## src/rtl/core/plcl_pkg.sv

```systemverilog
// ----------------------------------------------------------------------------
// plcl_pkg
// Shared types and constants for the piecewise linear color lookup core.
// ----------------------------------------------------------------------------
package plcl_pkg;

    // table geometry
    localparam int MAX_ENTRIES   = 64;
    localparam int KEY_BITS      = 12;
    localparam int ADDR_BITS     = $clog2(MAX_ENTRIES);
    localparam int CNT_BITS      = ADDR_BITS + 1;
    localparam int INDEX_BITS    = 6;
    localparam int COUNT_BITS    = 7;
    localparam int CHAN_BITS     = 8;
    localparam int NUM_CHAN      = 4;
    localparam int CHAN_SEL_BITS = $clog2(NUM_CHAN);
    localparam int DIVIDEND_BITS = KEY_BITS + CHAN_BITS;

    localparam logic [COUNT_BITS-1:0] ENTRIES_RESET = COUNT_BITS'(40);

    typedef enum logic
    {
        CMD_WRITE  = 1'b0,
        CMD_LOOKUP = 1'b1
    } cmd_t;

    typedef enum logic [1:0]
    {
        MATCH_NONE,
        MATCH_EXACT,
        MATCH_INTERP
    } match_t;

    typedef enum logic [2:0]
    {
        ST_IDLE,
        ST_SCAN,
        ST_MUL,
        ST_LOAD,
        ST_DIV,
        ST_DONE
    } state_t;

    // one breakpoint: key plus red, green, blue, alpha (index 0 is red)
    typedef struct packed
    {
        logic [KEY_BITS-1:0]                 key;
        logic [NUM_CHAN-1:0][CHAN_BITS-1:0]  chan;
    } entry_t;

    typedef struct packed
    {
        logic                      start;
        logic [DIVIDEND_BITS-1:0]  dividend;
        logic [KEY_BITS-1:0]       divisor;
    } div_req_t;

    typedef struct packed
    {
        logic                      done;
        logic [DIVIDEND_BITS-1:0]  quotient;
        logic                      rem_nz;
    } div_resp_t;

endpackage

```

## src/rtl/core/plcl_table.sv

```systemverilog
// ----------------------------------------------------------------------------
// plcl_table
// Breakpoint memory: one write port, one read port with registered data.
// ----------------------------------------------------------------------------
module plcl_table
    import plcl_pkg::*;
(
    input  logic                  clk,
    input  logic                  wr_en,
    input  logic [ADDR_BITS-1:0]  wr_addr,
    input  entry_t                wr_data,
    input  logic                  rd_en,
    input  logic [ADDR_BITS-1:0]  rd_addr,
    output entry_t                rd_data
);

    entry_t mem [MAX_ENTRIES];
    entry_t rd_data_reg;

    // write and registered read
    always_ff @(posedge clk)
    begin
        if (wr_en)
        begin
            mem[wr_addr] <= wr_data;
        end
        if (rd_en)
        begin
            rd_data_reg <= mem[rd_addr];
        end
    end

    assign rd_data = rd_data_reg;

endmodule

```

## src/rtl/core/plcl_div.sv

```systemverilog
// ----------------------------------------------------------------------------
// plcl_div
// Restoring serial divider, one quotient bit per cycle.
// ----------------------------------------------------------------------------
module plcl_div
    import plcl_pkg::*;
(
    input  logic       clk,
    input  logic       rst_n,
    input  div_req_t   req,
    output div_resp_t  resp
);

    localparam int STEP_BITS = $clog2(DIVIDEND_BITS + 1);

    logic [KEY_BITS-1:0]       rem_reg, rem_next;
    logic [DIVIDEND_BITS-1:0]  quo_reg, quo_next;
    logic [KEY_BITS-1:0]       dvs_reg, dvs_next;
    logic [STEP_BITS-1:0]      cnt_reg, cnt_next;
    logic                      busy_reg, busy_next;
    logic                      done_reg, done_next;
    logic [KEY_BITS:0]         trial;
    logic [KEY_BITS:0]         diff;

    // one shift-subtract step
    always_comb
    begin
        trial     = {rem_reg, quo_reg[DIVIDEND_BITS-1]};
        diff      = trial - {1'b0, dvs_reg};
        rem_next  = rem_reg;
        quo_next  = quo_reg;
        dvs_next  = dvs_reg;
        cnt_next  = cnt_reg;
        busy_next = busy_reg;
        done_next = 1'b0;
        if (req.start)
        begin
            rem_next  = '0;
            quo_next  = req.dividend;
            dvs_next  = req.divisor;
            cnt_next  = STEP_BITS'(DIVIDEND_BITS);
            busy_next = 1'b1;
        end
        else if (busy_reg)
        begin
            if (trial >= {1'b0, dvs_reg})
            begin
                rem_next = diff[KEY_BITS-1:0];
                quo_next = {quo_reg[DIVIDEND_BITS-2:0], 1'b1};
            end
            else
            begin
                rem_next = trial[KEY_BITS-1:0];
                quo_next = {quo_reg[DIVIDEND_BITS-2:0], 1'b0};
            end
            cnt_next = cnt_reg - STEP_BITS'(1);
            if (cnt_reg == STEP_BITS'(1))
            begin
                busy_next = 1'b0;
                done_next = 1'b1;
            end
        end
    end

    // control state
    always_ff @(posedge clk or negedge rst_n)
    begin
        if (!rst_n)
        begin
            busy_reg <= 1'b0;
            done_reg <= 1'b0;
            cnt_reg  <= '0;
        end
        else
        begin
            busy_reg <= busy_next;
            done_reg <= done_next;
            cnt_reg  <= cnt_next;
        end
    end

    // datapath
    always_ff @(posedge clk)
    begin
        rem_reg <= rem_next;
        quo_reg <= quo_next;
        dvs_reg <= dvs_next;
    end

    assign resp.done     = done_reg;
    assign resp.quotient = quo_reg;
    assign resp.rem_nz   = |rem_reg;

endmodule

```

## src/rtl/core/piecewise_linear_color_lookup_core.sv

```systemverilog
// ----------------------------------------------------------------------------
// piecewise_linear_color_lookup_core
// Breakpoint table with per-channel linear interpolation between entries.
// ----------------------------------------------------------------------------
// A write transfer stores one breakpoint and gives no result.
// A lookup transfer scans the used entries through the table's one read port,
// one entry per cycle (entries_used capped at the table size), then, for a
// key strictly inside a segment, runs each of the four channels through one
// shared serial divider (multiply, load, 20 divide steps, finish). The core
// takes no new item until the result of a lookup has been taken.
// ----------------------------------------------------------------------------
module piecewise_linear_color_lookup_core
    import plcl_pkg::*;
(
    input  logic                   clk,
    input  logic                   rst_n,
    // configuration
    input  logic                   cfg_valid,
    output logic                   cfg_ready,
    input  logic [COUNT_BITS-1:0]  cfg_data,
    // input items
    input  logic                   in_valid,
    output logic                   in_ready,
    input  logic                   cmd,
    input  logic [INDEX_BITS-1:0]  entry_index,
    input  logic [KEY_BITS-1:0]    entry_key,
    input  logic [CHAN_BITS-1:0]   entry_red,
    input  logic [CHAN_BITS-1:0]   entry_green,
    input  logic [CHAN_BITS-1:0]   entry_blue,
    input  logic [CHAN_BITS-1:0]   entry_alpha,
    input  logic [KEY_BITS-1:0]    query_key,
    // results
    output logic                   out_valid,
    input  logic                   out_ready,
    output logic [CHAN_BITS-1:0]   out_red,
    output logic [CHAN_BITS-1:0]   out_green,
    output logic [CHAN_BITS-1:0]   out_blue,
    output logic [CHAN_BITS-1:0]   out_alpha,
    output logic                   found
);

    state_t                             state_reg, state_next;
    logic [COUNT_BITS-1:0]              entries_reg;
    logic [CNT_BITS-1:0]                n_reg;
    logic [CNT_BITS-1:0]                n_clamp;
    logic [KEY_BITS-1:0]                x_reg;
    logic [CNT_BITS-1:0]                rd_cnt_reg;
    logic                               pend_vld_reg;
    logic [CNT_BITS-1:0]                pend_idx_reg;
    entry_t                             prev_reg;
    match_t                             mode_reg;
    entry_t                             a_reg;
    entry_t                             b_reg;
    logic [CHAN_SEL_BITS-1:0]           chan_reg;
    logic [NUM_CHAN-1:0][CHAN_BITS-1:0] res_reg;
    logic                               found_reg;
    logic [DIVIDEND_BITS-1:0]           prod_reg;
    logic [KEY_BITS-1:0]                den_reg;
    logic                               neg_reg;

    logic       in_xfer, lookup_start, write_en;
    logic       issue, scan_end;
    logic       seg_hit, a_hit, last_hit;
    entry_t     wr_data, rd_data;
    div_req_t   div_req;
    div_resp_t  div_resp;
    logic       div_start;
    logic [31:0]                 index_wide;
    logic [KEY_BITS-1:0]         dx;
    logic [CHAN_BITS-1:0]        y0, y1, mag;
    logic                        y_neg;
    logic [DIVIDEND_BITS-1:0]    prod;
    logic [CHAN_BITS-1:0]        q_lo;
    logic [CHAN_BITS-1:0]        chan_val;

    // handshakes
    assign cfg_ready    = 1'b1;
    assign in_xfer      = in_valid && in_ready;
    assign lookup_start = in_xfer && (cmd == CMD_LOOKUP);
    assign index_wide   = 32'(entry_index);
    assign write_en     = in_xfer && (cmd == CMD_WRITE) && (index_wide < 32'(MAX_ENTRIES));
    assign n_clamp      = (32'(entries_reg) > 32'(MAX_ENTRIES)) ? CNT_BITS'(MAX_ENTRIES)
                                                                 : CNT_BITS'(entries_reg);

    // breakpoint entry assembly
    always_comb
    begin
        wr_data.key     = entry_key;
        wr_data.chan[0] = entry_red;
        wr_data.chan[1] = entry_green;
        wr_data.chan[2] = entry_blue;
        wr_data.chan[3] = entry_alpha;
    end

    plcl_table u_table
    (
        .clk     (clk),
        .wr_en   (write_en),
        .wr_addr (index_wide[ADDR_BITS-1:0]),
        .wr_data (wr_data),
        .rd_en   (issue),
        .rd_addr (rd_cnt_reg[ADDR_BITS-1:0]),
        .rd_data (rd_data)
    );

    // scan compare: segment of previous and current entry, exact hits
    assign scan_end = (state_reg == ST_SCAN) && !issue && !pend_vld_reg;
    assign seg_hit  = (pend_idx_reg != '0) && (x_reg > prev_reg.key) && (x_reg < rd_data.key);
    assign a_hit    = (pend_idx_reg != '0) && (x_reg == prev_reg.key);
    assign last_hit = (pend_idx_reg == n_reg - CNT_BITS'(1)) && (x_reg == rd_data.key);

    // channel multiply ahead of the divider
    always_comb
    begin
        dx    = x_reg - a_reg.key;
        y0    = a_reg.chan[chan_reg];
        y1    = b_reg.chan[chan_reg];
        y_neg = (y1 < y0);
        mag   = y_neg ? (y0 - y1) : (y1 - y0);
        prod  = DIVIDEND_BITS'(dx) * DIVIDEND_BITS'(mag);
    end

    // floor correction of the quotient on a falling channel
    always_comb
    begin
        q_lo = div_resp.quotient[CHAN_BITS-1:0];
        if (neg_reg)
        begin
            chan_val = y0 - q_lo - CHAN_BITS'(div_resp.rem_nz);
        end
        else
        begin
            chan_val = y0 + q_lo;
        end
    end

    assign div_req.start    = div_start;
    assign div_req.dividend = prod_reg;
    assign div_req.divisor  = den_reg;

    plcl_div u_div
    (
        .clk   (clk),
        .rst_n (rst_n),
        .req   (div_req),
        .resp  (div_resp)
    );

    // next state
    always_comb
    begin
        state_next = state_reg;
        case (state_reg)
            ST_IDLE:
            begin
                if (lookup_start)
                begin
                    state_next = ST_SCAN;
                end
            end
            ST_SCAN:
            begin
                if (scan_end)
                begin
                    if (mode_reg == MATCH_INTERP)
                    begin
                        state_next = ST_MUL;
                    end
                    else
                    begin
                        state_next = ST_DONE;
                    end
                end
            end
            ST_MUL:
            begin
                state_next = ST_LOAD;
            end
            ST_LOAD:
            begin
                state_next = ST_DIV;
            end
            ST_DIV:
            begin
                if (div_resp.done)
                begin
                    if (chan_reg == CHAN_SEL_BITS'(NUM_CHAN - 1))
                    begin
                        state_next = ST_DONE;
                    end
                    else
                    begin
                        state_next = ST_MUL;
                    end
                end
            end
            ST_DONE:
            begin
                if (out_ready)
                begin
                    state_next = ST_IDLE;
                end
            end
            default:
            begin
                state_next = ST_IDLE;
            end
        endcase
    end

    // state outputs
    always_comb
    begin
        in_ready  = 1'b0;
        out_valid = 1'b0;
        issue     = 1'b0;
        div_start = 1'b0;
        case (state_reg)
            ST_IDLE:
            begin
                in_ready = 1'b1;
            end
            ST_SCAN:
            begin
                issue = (rd_cnt_reg < n_reg);
            end
            ST_LOAD:
            begin
                div_start = 1'b1;
            end
            ST_DONE:
            begin
                out_valid = 1'b1;
            end
            default:
            begin
                in_ready = 1'b0;
            end
        endcase
    end

    // control registers
    always_ff @(posedge clk or negedge rst_n)
    begin
        if (!rst_n)
        begin
            state_reg    <= ST_IDLE;
            entries_reg  <= ENTRIES_RESET;
            pend_vld_reg <= 1'b0;
            rd_cnt_reg   <= '0;
        end
        else
        begin
            state_reg    <= state_next;
            pend_vld_reg <= issue;
            if (cfg_valid && cfg_ready)
            begin
                entries_reg <= cfg_data;
            end
            if (lookup_start)
            begin
                rd_cnt_reg <= '0;
            end
            else if (issue)
            begin
                rd_cnt_reg <= rd_cnt_reg + CNT_BITS'(1);
            end
        end
    end

    // lookup datapath
    always_ff @(posedge clk)
    begin
        if (issue)
        begin
            pend_idx_reg <= rd_cnt_reg;
        end
        if (lookup_start)
        begin
            x_reg    <= query_key;
            n_reg    <= n_clamp;
            mode_reg <= MATCH_NONE;
        end
        // last match wins, final-entry exact hit ahead of its segment
        if (pend_vld_reg)
        begin
            prev_reg <= rd_data;
            if (last_hit)
            begin
                mode_reg <= MATCH_EXACT;
                a_reg    <= rd_data;
            end
            else if (seg_hit)
            begin
                mode_reg <= MATCH_INTERP;
                a_reg    <= prev_reg;
                b_reg    <= rd_data;
            end
            else if (a_hit)
            begin
                mode_reg <= MATCH_EXACT;
                a_reg    <= prev_reg;
            end
        end
        if (scan_end)
        begin
            chan_reg <= '0;
            case (mode_reg)
                MATCH_EXACT:
                begin
                    res_reg   <= a_reg.chan;
                    found_reg <= 1'b1;
                end
                MATCH_INTERP:
                begin
                    found_reg <= 1'b1;
                end
                default:
                begin
                    res_reg   <= '0;
                    found_reg <= 1'b0;
                end
            endcase
        end
        if (state_reg == ST_MUL)
        begin
            prod_reg <= prod;
            den_reg  <= b_reg.key - a_reg.key;
            neg_reg  <= y_neg;
        end
        if ((state_reg == ST_DIV) && div_resp.done)
        begin
            res_reg[chan_reg] <= chan_val;
            chan_reg          <= chan_reg + CHAN_SEL_BITS'(1);
        end
    end

    assign out_red   = res_reg[0];
    assign out_green = res_reg[1];
    assign out_blue  = res_reg[2];
    assign out_alpha = res_reg[3];
    assign found     = found_reg;

endmodule

```

## config.mk

```make
export PLATFORM = sky130hd
export DESIGN_NAME = piecewise_linear_color_lookup_core
export DESIGN_NICKNAME = d
export VERILOG_FILES = /design/src/rtl/core/plcl_pkg.sv /design/src/rtl/core/plcl_table.sv /design/src/rtl/core/plcl_div.sv /design/src/rtl/core/piecewise_linear_color_lookup_core.sv
export SDC_FILE = /design/constraint.sdc
export NUM_CORES = 2
export LEC_CHECK = 0
export BUFFER_PORTS_ARGS = -buffer_cell sky130_fd_sc_hd__buf_2
export CAP_MARGIN = 10
export CELL_PAD_IN_SITES_DETAIL_PLACEMENT = 1
export CELL_PAD_IN_SITES_GLOBAL_PLACEMENT = 1
export CORE_MARGIN = 2
export CORE_UTILIZATION = 45
export DETAILED_ROUTE_END_ITERATION = 10
export PLACE_DENSITY = 0.64
export SLEW_MARGIN = 30
export SYNTH_ARGS = -nofsm -noshare
export SYNTH_HDL_FRONTEND = slang
export SYNTH_HIERARCHICAL = 1
export SYNTH_SLANG_ARGS = --single-unit
```

## constraint.sdc

```tcl
create_clock -name clk -period 21.6 [get_ports clk]
set_clock_uncertainty 0.1 [all_clocks]
set_input_delay 2.16 -clock clk [delete_from_list [all_inputs] [get_ports clk]]
set_output_delay 2.16 -clock clk [all_outputs]
set_load 0.01 [all_outputs]
```

==> flow_summary_export.csv <==
group,metric,value,unit
outcome,status,"finished, final reports clean",
die,die_h,534,um
synth,netlist_area,126000,um2
clock_network,cts_tree,"yes",
critical_path,cp-start-kind,"flop",
timing,slew_violations,0,
placement,io_buffer_count,109,
synth,yosysTopAreaCell,"edfxtp_1",
drt,via_count,64000,
synth,yosysWarnings,6,
synth,synth_cell_type_count,87,
drt,initialDrtViolationCount,6344,
timing,hold_slack,0.317,ns
finish,largest_register_ffs,2816,
grt,gr-total-overflow,0,
finish,fin_area,142000,um2
timing,hold_viol,0,
drt,post_drt_wl_per_cell,32.4,um
power,ir_drop,0.559,mV
synth,ys_seq_area_share,74.6,%
critical_path,setup.worst_path.class,"flop to flop",
grt,grt_use_total,23.7,%
drt,drtPass1Iterations,7,
drt,wirelength,339000,um
critical_path,worst_setup_path_end_kind,"flop",
min_path,worstHoldPathType,"flop to flop",
clock_network,cts.clk_slew.worst_paths,0.06,ns
clock_network,cts_buffers,331,
synth,synth_cells,6199,
grt,antenna_found_initial,20,
finish,area_growth,12.8,%
critical_path,path_buf_inv,6,
critical_path,slowest_delay,0.66,ns
finish,drive_gt1_share,23.7,%
die,num_rows,194,
finish,layout_commonest_cell,"edfxtp_1",
drt,viasPerCell,6.11,
finish,layout_common_cells,"edfxtp_1 (3,086), mux4_2 (707), clkbuf_16 (336), nor2_1 (208), inv_1 (190)",
die,io_pins,111,
drt,drc_errors,0,
finish,top_register,"u_table/mem",
placement,place_area,132000,um2
critical_path,crit_family,"adder cells",
power,power_density,165,nW/um2
clock_network,postCtsSetupBuffers,0,
die,dieArea,285000,um2
grt,grt_max_degree,93,
grt,grt_pass1_wl,489000,um
timing,finalSetupViolCount,0,
clock_network,clock_path_buffers,4,
clock_network,insertion_delay,0.92,ns
clock_network,cts.root.buffer_cell,"clkbuf_16",
critical_path,cp_slowest_cell,"mux4_1",
finish,final_nets,6773,
critical_path,crit_arrival,9.12,ns
power,leakage,45.8,nW
placement,globalplace.congestion,0.835,
timing,slew_headroom,31.8,%
timing,fin_tns_setup,0,ns
timing,finalCritPeriodShare,39.8,%
synth,async_flop_share,0.792,%
synth,ys.flop_type,"edfxtp_1",
placement,dp_hpwl,193000,um
die,start_util,45.2,%
clock_network,cts-resized-gates,0,
critical_path,crit_path_max_fanout,20,
clock_network,cts_num_sinks,3157,
die,die_w,534,um
die,design.core.area,279000,um2
drt,postRouteAntennaNets,0,
timing,worst_pin_slew,1.02,ns
timing,grt_setup_unrepaired,"no",
timing,max_freq,0.116,GHz
timing,finalCriticalPeriod,8.59,ns
synth,synth_nets,6488,
synth,ys_ff_latch,3157,
synth,synth_edf_count,3086,
synth,synth_top_area_share,73.4,%
synth,ys_top_cells_by_area,"edfxtp_1 (73%), mux4_2 (13%), ha_1 (1.4%)",
run,maxCapViolations,0,
synth,avgSynthCellArea,20.4,um2
clock_network,postCtsHoldBufs,0,
grt,grt_pass1_vias,67100,
clock_network,cts-htree-levels,5,
critical_path,crit_required,22.14,ns
==> power by group <==
part / switching (W) / total (W) / internal, W
combinational: 0.00592 / 0.0103 / 0.00436
sequential: 0.000272 / 0.00773 / 0.00746
clock: 0.00238 / 0.00552 / 0.00314
total: 0.00857 / 0.0235 / 0.0150
==> final timing paths <==
kind / start / end / slack (ns) / cells after the start
max: chan_reg[0] / prod_reg[17] / 13.01 / 28
min in group asynchronous: rst_n / u_div/cnt_reg[1] / 1.24 / 1
max reg2reg: chan_reg[0] / prod_reg[17] / 13.01 / 28
min reg2reg: den_reg[0] / u_div/dvs_reg[0] / 0.32 / 0
max in group asynchronous: rst_n / rd_cnt_reg[0] / 19.53 / 1
min: den_reg[0] / u_div/dvs_reg[0] / 0.32 / 0
==> layout make-up <==
type	instances	area (um2)
Inverter	191	717
Tap cell	3724	4660
Sequential cell	3157	94200
Clock buffer	400	8680
Multi-Input combinational cell	2525	30400
Fill cell	24800	137000
Antenna cell	10	25.0
Clock inverter	193	1720
Timing Repair Buffer	278	2070
==> stage by stage <==
| step | std cells | power [W] | worst slack [ns] | utilization, % |
|---|---|---|---|---|
| floorplan | 6199 | 0.0154 | 14.25 | - |
| global placement | 9868 | 0.0180 | 13.09 | 47.2 |
| detailed placement | 9874 | 0.0182 | 12.99 | 47.3 |
| CTS | 10500 | 0.0238 | 12.92 | 51.0 |
| global route | 10500 | 0.0250 | 12.72 | 51.0 |
| finish | 10500 | 0.0235 | 13.01 | 51.0 |
==> logic make-up after synthesis <==
| group | count (synthesis) | synth area share (%) |
|---|---|---|
| AND/OR/NAND/NOR | 648 | 2.42 |
| XOR/XNOR | 75 | 0.538 |
| buffers and inverters | 517 | 1.82 |
| flip-flops | 3157 | 74.6 |
| multiplexers | 860 | 14.0 |
| other | 1 | 0.00297 |
| adder cells (fa/ha/maj) | 214 | 2.52 |
| AO/OA/AOI/OAI | 727 | 4.09 |
==> routing by layer <==
| metal | global-route usage, % | vias up | routed length [um] |
|---|---|---|---|
| met5 | 0 | - | 79 |
| met4 | 5.32 | 10 | 7110 |
| met3 | 3.91 | 448 | 23100 |
| met2 | 38.9 | 2330 | 165000 |
| met1 | 33.6 | 35000 | 144000 |
| li1 | - | 26200 | - |
==> worst reg2reg max path: cells and delay by family (launching register included) <==
family / cells / cell delay, ns
mux: 2 / 1.09
compound gates: 8 / 1.74
simple gates: 3 / 0.71
xor+xnor: 2 / 0.61
fa+ha+maj: 7 / 3.06
flops: 1 / 0.33
buf+inv: 6 / 0.67
==> synth_stat cells (all sizes together), types with 46 or more instances <==
cell,n
o21ai,91
mux2,70
clkbuf,165
nand2,121
mux2i,77
dfxtp,46
buf,161
edfxtp,3086
a21oi,128
o22ai,99
xnor2,52
nor2,274
mux4,713
a22o,70
a221oi,70
ha,146
fa,68
inv,191
(Power assumes the default switching activity.)
